<file path="src/hw/rtl/scgc_pkg.sv">
// ----------------------------------------------------------------------------
// scgc_pkg
// shared constants and types of the serial crc generate/check unit
// ----------------------------------------------------------------------------
`default_nettype none

package scgc_pkg;

  localparam int DEFAULT_MAX_DEGREE  = 16;
  localparam int DEFAULT_QUEUE_DEPTH = 4;

  localparam int GEN_W      = 16;
  localparam int CFG_DEG_W  = 5;
  localparam int CFG_IDX_W  = 2;
  localparam int CFG_DATA_W = 16;

  // register indexes
  localparam logic [CFG_IDX_W-1:0] REG_GENERATOR = 2'd0;
  localparam logic [CFG_IDX_W-1:0] REG_DEGREE    = 2'd1;
  localparam logic [CFG_IDX_W-1:0] REG_MODE      = 2'd2;

  // register reset values
  localparam logic [GEN_W-1:0]     GEN_RESET    = 16'h10A1;
  localparam logic [CFG_DEG_W-1:0] DEGREE_RESET = 5'd16;
  localparam logic                 MODE_GENERATE = 1'b0;
  localparam logic                 MODE_CHECK    = 1'b1;

  typedef struct packed {
    logic                  valid;
    logic [CFG_IDX_W-1:0]  index;
    logic [CFG_DATA_W-1:0] data;
  } cfg_wr_t;

  typedef struct packed {
    logic out_bit;
    logic is_crc_bit;
    logic check_passed;
    logic end_of_run;
  } res_t;

endpackage

`default_nettype wire

</file>
<file path="src/hw/rtl/scgc_queue.sv">
// ----------------------------------------------------------------------------
// scgc_queue
// small register queue that decouples the front and back halves
// ----------------------------------------------------------------------------
`default_nettype none

module scgc_queue
  import scgc_pkg::*;
#(
  parameter int WIDTH = 8,
  parameter int DEPTH = DEFAULT_QUEUE_DEPTH
) (
  input  wire logic             clk,
  input  wire logic             rst_n,
  input  wire logic             push,
  input  wire logic [WIDTH-1:0] push_data,
  output logic                  full,
  input  wire logic             pop,
  output logic [WIDTH-1:0]      pop_data,
  output logic                  empty
);

  localparam int PTR_W = (DEPTH > 1) ? $clog2(DEPTH) : 1;
  localparam int CNT_W = $clog2(DEPTH + 1);

  logic [WIDTH-1:0] entry_r [DEPTH];
  logic [PTR_W-1:0] wr_ptr_r, wr_ptr_nxt;
  logic [PTR_W-1:0] rd_ptr_r, rd_ptr_nxt;
  logic [CNT_W-1:0] count_r, count_nxt;

  function automatic logic [PTR_W-1:0] ptr_inc(input logic [PTR_W-1:0] p);
    return (p == PTR_W'(DEPTH - 1)) ? '0 : PTR_W'(p + 1'b1);
  endfunction

  assign full     = (count_r == CNT_W'(DEPTH));
  assign empty    = (count_r == '0);
  assign pop_data = entry_r[rd_ptr_r];

  always_comb begin
    wr_ptr_nxt = push ? ptr_inc(wr_ptr_r) : wr_ptr_r;
    rd_ptr_nxt = pop  ? ptr_inc(rd_ptr_r) : rd_ptr_r;
    count_nxt  = count_r;
    if (push && !pop) begin
      count_nxt = CNT_W'(count_r + 1'b1);
    end else if (pop && !push) begin
      count_nxt = CNT_W'(count_r - 1'b1);
    end
  end

  always_ff @(posedge clk) begin
    if (!rst_n) begin
      wr_ptr_r <= '0;
      rd_ptr_r <= '0;
      count_r  <= '0;
    end else begin
      wr_ptr_r <= wr_ptr_nxt;
      rd_ptr_r <= rd_ptr_nxt;
      count_r  <= count_nxt;
    end
  end

  always_ff @(posedge clk) begin
    if (push) begin
      entry_r[wr_ptr_r] <= push_data;
    end
  end

endmodule

`default_nettype wire

</file>
<file path="src/hw/rtl/scgc_front.sv">
// ----------------------------------------------------------------------------
// scgc_front
// config registers, remainder update and job classification
// ----------------------------------------------------------------------------
`default_nettype none

module scgc_front
  import scgc_pkg::*;
#(
  parameter int MAX_DEGREE = DEFAULT_MAX_DEGREE,
  parameter int DEG_W      = $clog2(MAX_DEGREE + 1),
  parameter int JOB_W      = 4 + MAX_DEGREE + DEG_W
) (
  input  wire logic             clk,
  input  wire logic             rst_n,
  input  wire cfg_wr_t          cfg_wr,
  input  wire logic             in_push,
  input  wire logic             in_message_bit,
  input  wire logic             in_final_bit,
  input  wire logic             q_full,
  output logic                  q_push,
  output logic [JOB_W-1:0]      q_data
);

  typedef struct packed {
    logic                  ob;
    logic                  pass;
    logic                  eor;
    logic                  crc_run;
    logic [MAX_DEGREE-1:0] rem;
    logic [DEG_W-1:0]      deg;
  } job_t;

  logic [GEN_W-1:0]      gen_r;
  logic [CFG_DEG_W-1:0]  deg_r;
  logic                  mode_r;
  logic [MAX_DEGREE-1:0] rem_r, rem_nxt;

  logic [CFG_DEG_W:0]    deg_ext;
  logic [CFG_DEG_W:0]    deg_clip;
  logic [DEG_W-1:0]      eff_deg;
  logic [MAX_DEGREE-1:0] mask;
  logic [MAX_DEGREE-1:0] top_sel;
  logic [GEN_W+MAX_DEGREE-1:0] gen_wide;
  logic [MAX_DEGREE-1:0] gen_eff;
  logic [MAX_DEGREE-1:0] rem_cur;
  logic [MAX_DEGREE-1:0] rem_new;
  logic                  top;
  logic                  accept;
  job_t                  job;

  // clamp degree into 1..MAX_DEGREE
  always_comb begin
    deg_ext = {1'b0, deg_r};
    if (deg_ext == '0) begin
      deg_clip = (CFG_DEG_W + 1)'(1);
    end else if (deg_ext > (CFG_DEG_W + 1)'(MAX_DEGREE)) begin
      deg_clip = (CFG_DEG_W + 1)'(MAX_DEGREE);
    end else begin
      deg_clip = deg_ext;
    end
    eff_deg = DEG_W'(deg_clip);
  end

  always_comb begin
    for (int i = 0; i < MAX_DEGREE; i++) begin
      mask[i]    = (i < int'(eff_deg));
      top_sel[i] = (i == int'(eff_deg) - 1);
    end
  end

  assign gen_wide = {{MAX_DEGREE{1'b0}}, gen_r};
  assign gen_eff  = gen_wide[MAX_DEGREE-1:0] & mask;
  assign rem_cur  = rem_r & mask;
  assign top      = |(rem_cur & top_sel);

  // one long-division step
  always_comb begin
    if (mode_r == MODE_CHECK) begin
      rem_new = ((rem_cur << 1) | MAX_DEGREE'(in_message_bit)) & mask;
      if (top) begin
        rem_new = rem_new ^ gen_eff;
      end
    end else begin
      rem_new = (rem_cur << 1) & mask;
      if (top ^ in_message_bit) begin
        rem_new = rem_new ^ gen_eff;
      end
    end
  end

  assign accept  = in_push && !q_full;
  assign rem_nxt = in_final_bit ? '0 : rem_new;

  always_comb begin
    job.ob      = (mode_r == MODE_CHECK) ? 1'b0 : in_message_bit;
    job.pass    = (mode_r == MODE_CHECK) && (rem_new == '0);
    job.eor     = (mode_r == MODE_CHECK);
    job.crc_run = (mode_r == MODE_GENERATE) && in_final_bit;
    job.rem     = rem_new;
    job.deg     = eff_deg;
  end

  // check mode only reports on the final bit
  assign q_push = accept && ((mode_r == MODE_GENERATE) || in_final_bit);
  assign q_data = job;

  always_ff @(posedge clk) begin
    if (!rst_n) begin
      gen_r  <= GEN_RESET;
      deg_r  <= DEGREE_RESET;
      mode_r <= MODE_GENERATE;
      rem_r  <= '0;
    end else begin
      if (cfg_wr.valid) begin
        unique case (cfg_wr.index)
          REG_GENERATOR: gen_r  <= cfg_wr.data[GEN_W-1:0];
          REG_DEGREE:    deg_r  <= cfg_wr.data[CFG_DEG_W-1:0];
          REG_MODE:      mode_r <= cfg_wr.data[0];
          default: ;
        endcase
      end
      if (accept) begin
        rem_r <= rem_nxt;
      end
    end
  end

endmodule

`default_nettype wire

</file>
<file path="src/hw/rtl/scgc_back.sv">
// ----------------------------------------------------------------------------
// scgc_back
// drains jobs, shifts out crc bits and holds the result register
// ----------------------------------------------------------------------------
`default_nettype none

module scgc_back
  import scgc_pkg::*;
#(
  parameter int MAX_DEGREE = DEFAULT_MAX_DEGREE,
  parameter int DEG_W      = $clog2(MAX_DEGREE + 1),
  parameter int JOB_W      = 4 + MAX_DEGREE + DEG_W
) (
  input  wire logic             clk,
  input  wire logic             rst_n,
  input  wire logic             q_empty,
  input  wire logic [JOB_W-1:0] q_data,
  output logic                  q_pop,
  output logic                  out_valid,
  output res_t                  out_res,
  input  wire logic             out_pop
);

  typedef struct packed {
    logic                  ob;
    logic                  pass;
    logic                  eor;
    logic                  crc_run;
    logic [MAX_DEGREE-1:0] rem;
    logic [DEG_W-1:0]      deg;
  } job_t;

  job_t                  job;
  logic                  valid_r, valid_nxt;
  res_t                  res_r, res_nxt;
  logic [DEG_W-1:0]      cnt_r, cnt_nxt;
  logic [MAX_DEGREE-1:0] shift_r, shift_nxt;
  logic [DEG_W-1:0]      align_amt;
  logic                  load_ok;
  logic                  load;

  assign job       = q_data;
  assign align_amt = DEG_W'(MAX_DEGREE) - job.deg;
  assign load_ok   = !valid_r || out_pop;

  always_comb begin
    q_pop     = 1'b0;
    load      = 1'b0;
    res_nxt   = res_r;
    cnt_nxt   = cnt_r;
    shift_nxt = shift_r;
    if (load_ok) begin
      if (cnt_r != '0) begin
        // appended crc bits, msb first
        load                 = 1'b1;
        res_nxt.out_bit      = shift_r[MAX_DEGREE-1];
        res_nxt.is_crc_bit   = 1'b1;
        res_nxt.check_passed = 1'b0;
        res_nxt.end_of_run   = (cnt_r == DEG_W'(1));
        shift_nxt            = shift_r << 1;
        cnt_nxt              = DEG_W'(cnt_r - 1'b1);
      end else if (!q_empty) begin
        q_pop                = 1'b1;
        load                 = 1'b1;
        res_nxt.out_bit      = job.ob;
        res_nxt.is_crc_bit   = 1'b0;
        res_nxt.check_passed = job.pass;
        res_nxt.end_of_run   = job.eor;
        if (job.crc_run) begin
          cnt_nxt   = job.deg;
          shift_nxt = job.rem << align_amt;
        end
      end
    end
    valid_nxt = load ? 1'b1 : (out_pop ? 1'b0 : valid_r);
  end

  always_ff @(posedge clk) begin
    if (!rst_n) begin
      valid_r <= 1'b0;
      cnt_r   <= '0;
    end else begin
      valid_r <= valid_nxt;
      cnt_r   <= cnt_nxt;
    end
  end

  always_ff @(posedge clk) begin
    res_r   <= res_nxt;
    shift_r <= shift_nxt;
  end

  assign out_valid = valid_r;
  assign out_res   = res_r;

endmodule

`default_nettype wire

</file>
<file path="src/hw/rtl/serial_crc_generate_check_unit.sv">
// ----------------------------------------------------------------------------
// serial_crc_generate_check_unit
// bit-serial crc generator and checker with programmable polynomial
// ----------------------------------------------------------------------------
// One message bit is taken per clock while the queue has room. The front half
// divides by the programmed generator (one shift and conditional xor per bit)
// and hands a short job to a small queue; the back half turns each job into
// results through a result register, so a bit can be accepted while an earlier
// result still waits to be popped. Sustained rate is one input bit per cycle
// while the queue has room. In generate mode every bit gives one echo result,
// and the final bit adds crc_degree appended crc bits, msb first, which the
// back half shifts out one per cycle as they are popped; the input keeps flowing
// until the queue fills (QUEUE_DEPTH jobs). In check mode only the final bit
// of a codeword gives a result, its pass flag set when the remainder is zero.
// The remainder clears after every final bit. Config writes are always ready
// and are meant for an idle unit. No clearing pass is needed after reset.
// ----------------------------------------------------------------------------
`default_nettype none

module serial_crc_generate_check_unit
  import scgc_pkg::*;
#(
  parameter int MAX_DEGREE  = DEFAULT_MAX_DEGREE,
  parameter int QUEUE_DEPTH = DEFAULT_QUEUE_DEPTH
) (
  input  wire logic                  clk,
  input  wire logic                  rst_n,
  // config write channel
  input  wire logic                  cfg_valid,
  output logic                       cfg_ready,
  input  wire logic [CFG_IDX_W-1:0]  cfg_index,
  input  wire logic [CFG_DATA_W-1:0] cfg_data,
  // input bit channel
  input  wire logic                  in_push,
  output logic                       in_full,
  input  wire logic                  in_message_bit,
  input  wire logic                  in_final_bit,
  // result channel
  output logic                       out_empty,
  input  wire logic                  out_pop,
  output logic                       out_out_bit,
  output logic                       out_is_crc_bit,
  output logic                       out_check_passed,
  output logic                       out_end_of_run
);

  localparam int DEG_W = $clog2(MAX_DEGREE + 1);
  localparam int JOB_W = 4 + MAX_DEGREE + DEG_W;

  cfg_wr_t          cfg_wr;
  logic             q_push;
  logic             q_pop;
  logic             q_full;
  logic             q_empty;
  logic [JOB_W-1:0] q_wdata;
  logic [JOB_W-1:0] q_rdata;
  logic             res_valid;
  res_t             res;

  // config registers take a request every cycle
  assign cfg_ready    = 1'b1;
  assign cfg_wr.valid = cfg_valid && cfg_ready;
  assign cfg_wr.index = cfg_index;
  assign cfg_wr.data  = cfg_data;

  // input stalls only when the job queue is full
  assign in_full = q_full;

  scgc_front #(
    .MAX_DEGREE (MAX_DEGREE),
    .DEG_W      (DEG_W),
    .JOB_W      (JOB_W)
  ) u_front (
    .clk            (clk),
    .rst_n          (rst_n),
    .cfg_wr         (cfg_wr),
    .in_push        (in_push),
    .in_message_bit (in_message_bit),
    .in_final_bit   (in_final_bit),
    .q_full         (q_full),
    .q_push         (q_push),
    .q_data         (q_wdata)
  );

  scgc_queue #(
    .WIDTH (JOB_W),
    .DEPTH (QUEUE_DEPTH)
  ) u_queue (
    .clk       (clk),
    .rst_n     (rst_n),
    .push      (q_push),
    .push_data (q_wdata),
    .full      (q_full),
    .pop       (q_pop),
    .pop_data  (q_rdata),
    .empty     (q_empty)
  );

  scgc_back #(
    .MAX_DEGREE (MAX_DEGREE),
    .DEG_W      (DEG_W),
    .JOB_W      (JOB_W)
  ) u_back (
    .clk       (clk),
    .rst_n     (rst_n),
    .q_empty   (q_empty),
    .q_data    (q_rdata),
    .q_pop     (q_pop),
    .out_valid (res_valid),
    .out_res   (res),
    .out_pop   (out_pop)
  );

  // result register drives the ports directly
  assign out_empty        = !res_valid;
  assign out_out_bit      = res.out_bit;
  assign out_is_crc_bit   = res.is_crc_bit;
  assign out_check_passed = res.check_passed;
  assign out_end_of_run   = res.end_of_run;

endmodule

`default_nettype wire

</file>
<file path="config.mk">
export PLATFORM = sky130hd
export DESIGN_NAME = serial_crc_generate_check_unit
export DESIGN_NICKNAME = d
export VERILOG_FILES = /design/src/hw/rtl/scgc_pkg.sv /design/src/hw/rtl/scgc_queue.sv /design/src/hw/rtl/scgc_front.sv /design/src/hw/rtl/scgc_back.sv /design/src/hw/rtl/serial_crc_generate_check_unit.sv
export SDC_FILE = /design/constraint.sdc
export NUM_CORES = 1
export LEC_CHECK = 0
export ABC_AREA = 1
export BUFFER_PORTS_ARGS = -buffer_cell sky130_fd_sc_hd__buf_2
export CORE_AREA = 2 2 125 127
export CTS_BUF_LIST = sky130_fd_sc_hd__clkbuf_8
export DETAILED_ROUTE_END_ITERATION = 8
export DIE_AREA = 0 0 127 129
export MAX_ROUTING_LAYER = met4
export PLACE_DENSITY = 0.78
export SETUP_SLACK_MARGIN = 0.3
export SLEW_MARGIN = 40
export SYNTH_ARGS = -nofsm -noshare
export SYNTH_HDL_FRONTEND = slang
export SYNTH_SLANG_ARGS = --single-unit
</file>
<file path="constraint.sdc">
create_clock -name clk -period 3 [get_ports clk]
set_input_delay 0.3 -clock clk [delete_from_list [all_inputs] [get_ports clk]]
set_output_delay 0.3 -clock clk [all_outputs]
set_load 0.005 [all_outputs]
</file>
# Yosys cells after proc, flatten, opt, wreduce, memory -nomap -nowiden
# Memories as Yosys holds them, arrays and structs flattened. A register that Yosys moved wholly into a read port is not among the register bits.
# Cells that the tools add are included.
[word_totals]
regBits = 71
ramBits = 100
in_bits = 25
out_inout_bits = 7
word_cells = 130
mem_count = 1
[mem_list]
columns = ["name", "depth", "width", "read_ports", "rd_ports_with_merged_regs", "write_ports", "line", "source"]
rows = [
  ["u_queue.entry_r", 4, 25, 1, 1, 1, "scgc_queue.sv:26", "logic [WIDTH-1:0] entry_r [DEPTH];"],
]
[op_classes]
add_sub_neg = 7
n_lt_le_gt_ge = 17
n_eq_ne = 22
shift = 1
n_mux = 30
bitwise = 10
reduce_logical = 27
[op_table]
columns = ["cell", "count"]
rows = [
  ["$eq A5 B32 Y1 const A", 8],
  ["$eq A4 B32 Y1 const A", 4],
  ["$mux W16", 7],
  ["$and A16 B16 Y16", 5],
  ["$eq A3 B32 Y1 const A", 2],
  ["$lt A4 B5 Y1 const A", 8],
  ["$eq A2 B32 Y1 const A", 1],
  ["$logic_not A32 Y1", 1],
  ["$xor A16 B16 Y16", 2],
  ["$mux W5", 5],
  ["$lt A3 B5 Y1 const A", 4],
  ["$logic_not A16 Y1", 1],
  ["$or A16 B1 Y16", 1],
  ["$reduce_or A16 Y1", 1],
  ["$shl A16 B5 Y16", 1],
  ["$lt A1 B5 Y1 const A", 2],
  ["$lt A2 B5 Y1 const A", 2],
  ["$mux W1", 10],
  ["$mux W2", 4],
  ["$mux W4", 2],
  ["$reduce_and A2 Y1", 4],
  ["$eq A2 B2 Y1 const B", 3],
  ["$logic_and A1 B1 Y1", 6],
  ["$mux W3", 2],
  ["21 further kinds", 28],
]

# Depth between registers and ports, before layout
[logic_depth]
ltp_word = 12
depth_mapped = 20

# Cells and area by module
# A second synthesis with hierarchy kept.
[hier_totals]
hier_cells = 1074
hier_area_um2 = 9091.2
[by_module_without_submodules]
columns = ["mod", "n_inst", "cells_each", "area_per_inst_um2"]
rows = [
  ["scgc_queue", 1, 301, 4166.5],
  ["scgc_front", 1, 476, 2924.1],
  ["scgc_back", 1, 294, 1985.7],
  ["serial_crc_generate_check_unit", 1, 3, 15.0],
]

# Worst setup path after synthesis
# Ideal clock, no wire load.
[synth_timing]
path_type = "reg2reg"
from = "register (tool-made name)"
to = "register u_back.shift_r[12] (data pin)"
setup_time_ns = 0.277
arrival_ns = 2.585
required_ns = 2.723
slack_ns = 0.138
path_stages_with_launch = 14
path_buffers = 5
synth_period_minus_slack_ns = 2.862
path_cell_list = "dfxtp_1 > inv_1 > buf_2 > nand3_1 > nand2_1 > clkbuf_1 > clkbuf_1 > ha_1 > inv_1 > clkbuf_1 > clkbuf_1 > a21oi_1 > o311ai_0 > o211ai_1"
[synth_lines]
columns = ["element", "line", "source"]
rows = [
  ["end signal, assigned", "scgc_back.sv:90", "shift_r <= shift_nxt;"],
  ["end, declared", "scgc_back.sv:37", "logic [MAX_DEGREE-1:0] shift_r, shift_nxt;"],
]

# Final worst setup path
[layout_timing]
from = "register u_front.deg_r[4]"
to = "memory u_queue.entry_r[1][23] (netlist name) (data pin)"
[layout_via]
elab_chain_cells = 12
[layout_rtl]
columns = ["element", "line", "source"]
rows = [
  ["start, declared", "scgc_front.sv:35", "logic [CFG_DEG_W-1:0] deg_r;"],
  ["start signal, assigned", "scgc_front.sv:118", "REG_DEGREE: deg_r <= cfg_wr.data[CFG_DEG_W-1:0];"],
  ["$gt A5 B5 Y1", "scgc_front.sv:57", "end else if (deg_ext > (CFG_DEG_W + 1)'(MAX_DEGREE)) begin"],
  ["$mux W5", "scgc_front.sv:57", ""],
  ["$mux W5 *", "scgc_front.sv:55", "if (deg_ext == '0) begin"],
  ["$sub A5 B1 Y6 (tied with other cells)", "scgc_front.sv:68", "top_sel[i] = (i == int'(eff_deg) - 1);"],
  ["$eq A2 B32 Y1 (tied with other cells)", "scgc_front.sv:68", ""],
  ["$and A16 B16 Y16 / $or A16 B1 Y16 (equally long branches)", "scgc_front.sv:75, scgc_front.sv:80", ""],
  ["$reduce_or A16 Y1 / $and A16 B16 Y16 (equally long branches)", "scgc_front.sv:75, scgc_front.sv:80", ""],
  ["$xor A1 B1 Y1 / $xor A16 B16 Y16 (equally long branches)", "scgc_front.sv:86, scgc_front.sv:82", ""],
  ["$mux W16 (on tied branches)", "scgc_front.sv:86, scgc_front.sv:81", ""],
  ["$mux W16 *", "scgc_front.sv:79", "if (mode_r == MODE_CHECK) begin"],
  ["named net q_wdata[7]", "serial_crc_generate_check_unit.sv:55", "logic [JOB_W-1:0] q_wdata;"],
  ["$logic_not A16 Y1 *", "scgc_front.sv:97", "job.pass = (mode_r == MODE_CHECK) && (rem_new == '0);"],
  ["$logic_and A1 B1 Y1 *", "scgc_front.sv:97", ""],
  ["named net q_wdata[23]", "serial_crc_generate_check_unit.sv:55", ""],
  ["end, declared", "scgc_queue.sv:26", ""],
]
# Mark *: on every way through the listed nets, which the timed path passes. The rest lies on a longest branch.

==> results.toml <==
[status]
outcome = "finished, final reports clean"

[timing]
finClkSkew_ps = 16.5
max_slew_margin_pct = 45.8
min_period_ps = 2540
worst_slew_pin_slew_ps = 812
hold_violations = 0
slew_viol_final = 0
fin_tns_setup_ps = 0
max_freq_mhz = 394
rsz0062_at_grt = "false"
finalWorstSetupSlack_ps = 464
setup_viol = 0
layout_worst_path_cycle_share_pct = 84.5

[routing]
highest_layer = "met4"
first_pass_iters = 6
wl_um = 20000
vias_per_cell = 5.66
met1_length_um = 9150
drc = 0
initialDrtViolationCount = 705
wl_met3_um = 1110
wl_met2_um = 9450
drtAntennaViolNets = 0
wl_per_cell_um = 16.0
via_count = 7052

[grt]
grt_use_total_pct = 25.6
grt_pass1_vias = 6210
grt_overflow_total = 0
grt_max_degree = 45
antenna_found_initial = 0
grt_pass1_wl_um = 31600

[cells_and_area]
finalInstanceArea_um2 = 9660
utilization_pct = 64.5
antenna_cells = 0
area_growth_pct = 12.4
num-fill-cells = 1232
multi_input_area_um2 = 3470
nets = 1081
drive_gt1_share_pct = 15.0
final-seq-area_um2 = 4680

[logic_synthesis]
synth_commonest_cells = "nand2_1, edfxtp_1, nor2_1"
synth_top_area_share_pct = 41.9
syn_area_um2 = 8600
synthArstFlopShare_pct = 0
synth.area.top_cells = "edfxtp_1, dfxtp_1, nand2_1"
syn_inst = 997
synth_largest_area_cell = "edfxtp_1"
synth_ff_type = "edfxtp_1"
yosysWarningCount = 0
synth.avg_cell_area_um2 = 8.62
synth-edff-count = 120
ys_seq_area_share_pct = 54.3
synth-seq-cells = 173
synth_nets = 1032
synth_cell_types = 48
yosys.cell_count.top_type = "nand2_1"

[placed_design]
gp_congestion = 0.979
placed_cell_area_um2 = 8990
dpl.hpwl_um = 13900
place_ws_ps = 102
io_buffers = 30

[clock_tree]
cts_root_buffer = "clkbuf_8"
cts_sinks = 173
cts_made_buffers = 17
cts_tree = "done"
hold_buffers = 0
clock_latency_ps = 480
clk_pin_slew_ps = 90
htreeDepth = 4
clockBufferDepth = 2

[setup_path]
cp.required_ps = 3330
worstSetupEndpointType = "flip-flop"
crit_arrival_ps = 2870
start_kind = "flip-flop"
crit_fanout = 8
crit_type = "reg -> reg"

[power_and_ir_drop]
p_leak_nw = 3.92
powerDensity_nw_per_um2 = 961
finalPower_mw = 9.28
vdd_drop_max_mv = 0.560
sw_frac_of_total_pct = 42.3
power.internal_mw = 5.36
p_seq_share_pct = 35.4
pwr-share-comb_pct = 46.1
clkPwrFrac_pct = 18.5
switching_power_mw = 3.93

[die]
start_util_pct = 57.4
coreArea_um2 = 15000
rows = 45
die_w_um = 127
die-area_um2 = 16400
fp.dieH_um = 129
ioPinCount = 32

[job]
cap_violations = 0

[min_path]
hold_class = "in -> reg"
-- per-layer routing --
layer  track usage [%]  vias to the layer above
met2              40.0                      247
li1                  -                     3476
met4              8.02                        0
met5                 -                        -
met3              4.07                       29
met1              34.7                     3300
-- layout make-up --
| class | count | area share [%] |
|---|---|---|
| Clock inverter | 14 | 1.84 |
| Tap cell | 188 | 2.43 |
| Timing Repair Buffer | 77 | 5.40 |
| Sequential cell | 173 | 48.4 |
| Clock buffer | 18 | 2.56 |
| Multi-Input combinational cell | 691 | 35.9 |
| Inverter | 86 | 3.47 |
-- through the flow --
| step | hold WS, ps | std cells |
|---|---|---|
| global route | 43.9 | 1247 |
| CTS | 12.8 | 1233 |
| detailed placement | 447 | 1198 |
| global placement | 442 | 1198 |
| floorplan | 426 | 997 |
| finish | 32.8 | 1247 |
-- worst max-delay path, stage by stage, from the launching register on --
cell and delay, ps:
dfxtp_4 380, inv_2 90, nand2_2 110, nor2_4 170, nand3_2 140, nand4_1 140, nand3_1 150, nor2_4 180
nand2_4 110, nand2_4 110, buf_4 150, nand3_1 80, nand3_1 110, nand2_2 90, nor2_2 150, nand3_2 110
nor2_4 130
-- path summary, 6_finish.rpt --
check / depth (start not counted) / slack [ps] / to / from
hold / removal: 3 / 30 / u_front.gen_r[5] / cfg_data[5]
setup / recovery: 16 / 460 / u_queue.entry_r[1][23] / u_front.deg_r[4]
hold reg to reg: 2 / 460 / u_front.gen_r[14] / u_front.gen_r[14]
setup reg to reg: 16 / 460 / u_queue.entry_r[1][23] / u_front.deg_r[4]
-- layout by cell type, fill, tap and decap left out, types with 5 or more instances in the layout --
| cell | count |
|---|---|
| nor2_2 | 9 |
| inv_2 | 5 |
| nand2_1 | 251 |
| nand2_2 | 11 |
| edfxtp_1 | 120 |
| a21oi_1 | 64 |
| clkbuf_8 | 18 |
| xnor2_1 | 9 |
| o211ai_1 | 12 |
| nand4_1 | 13 |
| ha_1 | 9 |
| o21ai_1 | 8 |
| o21ai_0 | 78 |
| nor3_1 | 9 |
| a31oi_1 | 5 |
| nor2_1 | 94 |
| xor2_1 | 8 |
| inv_1 | 75 |
| a32o_1 | 10 |
| buf_2 | 30 |
| nor2_4 | 7 |
| dfxtp_1 | 48 |
| o22ai_1 | 5 |
| buf_4 | 42 |
| nand3_1 | 57 |
| buf_6 | 5 |
-- what timing repair did --
item | 4_1_cts | 5_1_grt
buffers inserted | 3 | 13
gates cloned | 0 | 1
endpoints found under the hold margin | 0 | 0
resized for setup | 11 | 31
pin swaps | 1 | 9
endpoints found under the setup margin | 20 | 36
-- sequential cells by signal, summed over array words and instances, names as in the netlist, 3 cells and up, named ones only --
signal and count:
u_queue.count_r 3, u_front.gen_r 16, u_back.cnt_r 5, u_back.shift_r 16, u_queue.entry_r 100, u_back.out_res 4, u_front.rem_r 16, u_front.deg_r 5
-- power by group through the flow --
stage                     combinational (mW)  clock (mW)  sequential, mW
after floorplan                         3.04           0            3.29
after global placement                  4.02           0            3.32
after detailed placement                4.08           0            3.33
after CTS                               4.11        1.74            3.29
after global routing                    4.81        1.83            3.33
final                                   4.28        1.72            3.29
-- cell families (layout without fill, tap and decap cells) --
| kind of cell | Yosys count | count (layout) | share of synthesized area, % |
|---|---|---|---|
| xor gates and xnor gates | 17 | 17 | 1.73 |
| AOI/OAI and AO/OA | 199 | 199 | 13.4 |
| DFF | 173 | 173 | 54.3 |
| other | 1 | 1 | 0.0436 |
| adders and majority gates | 10 | 10 | 1.54 |
| buffers and inverters | 134 | 195 | 6.43 |
| and+or+nand+nor | 461 | 462 | 22.3 |
| muxes | 2 | 2 | 0.233 |
(Power assumes the default switching activity.)
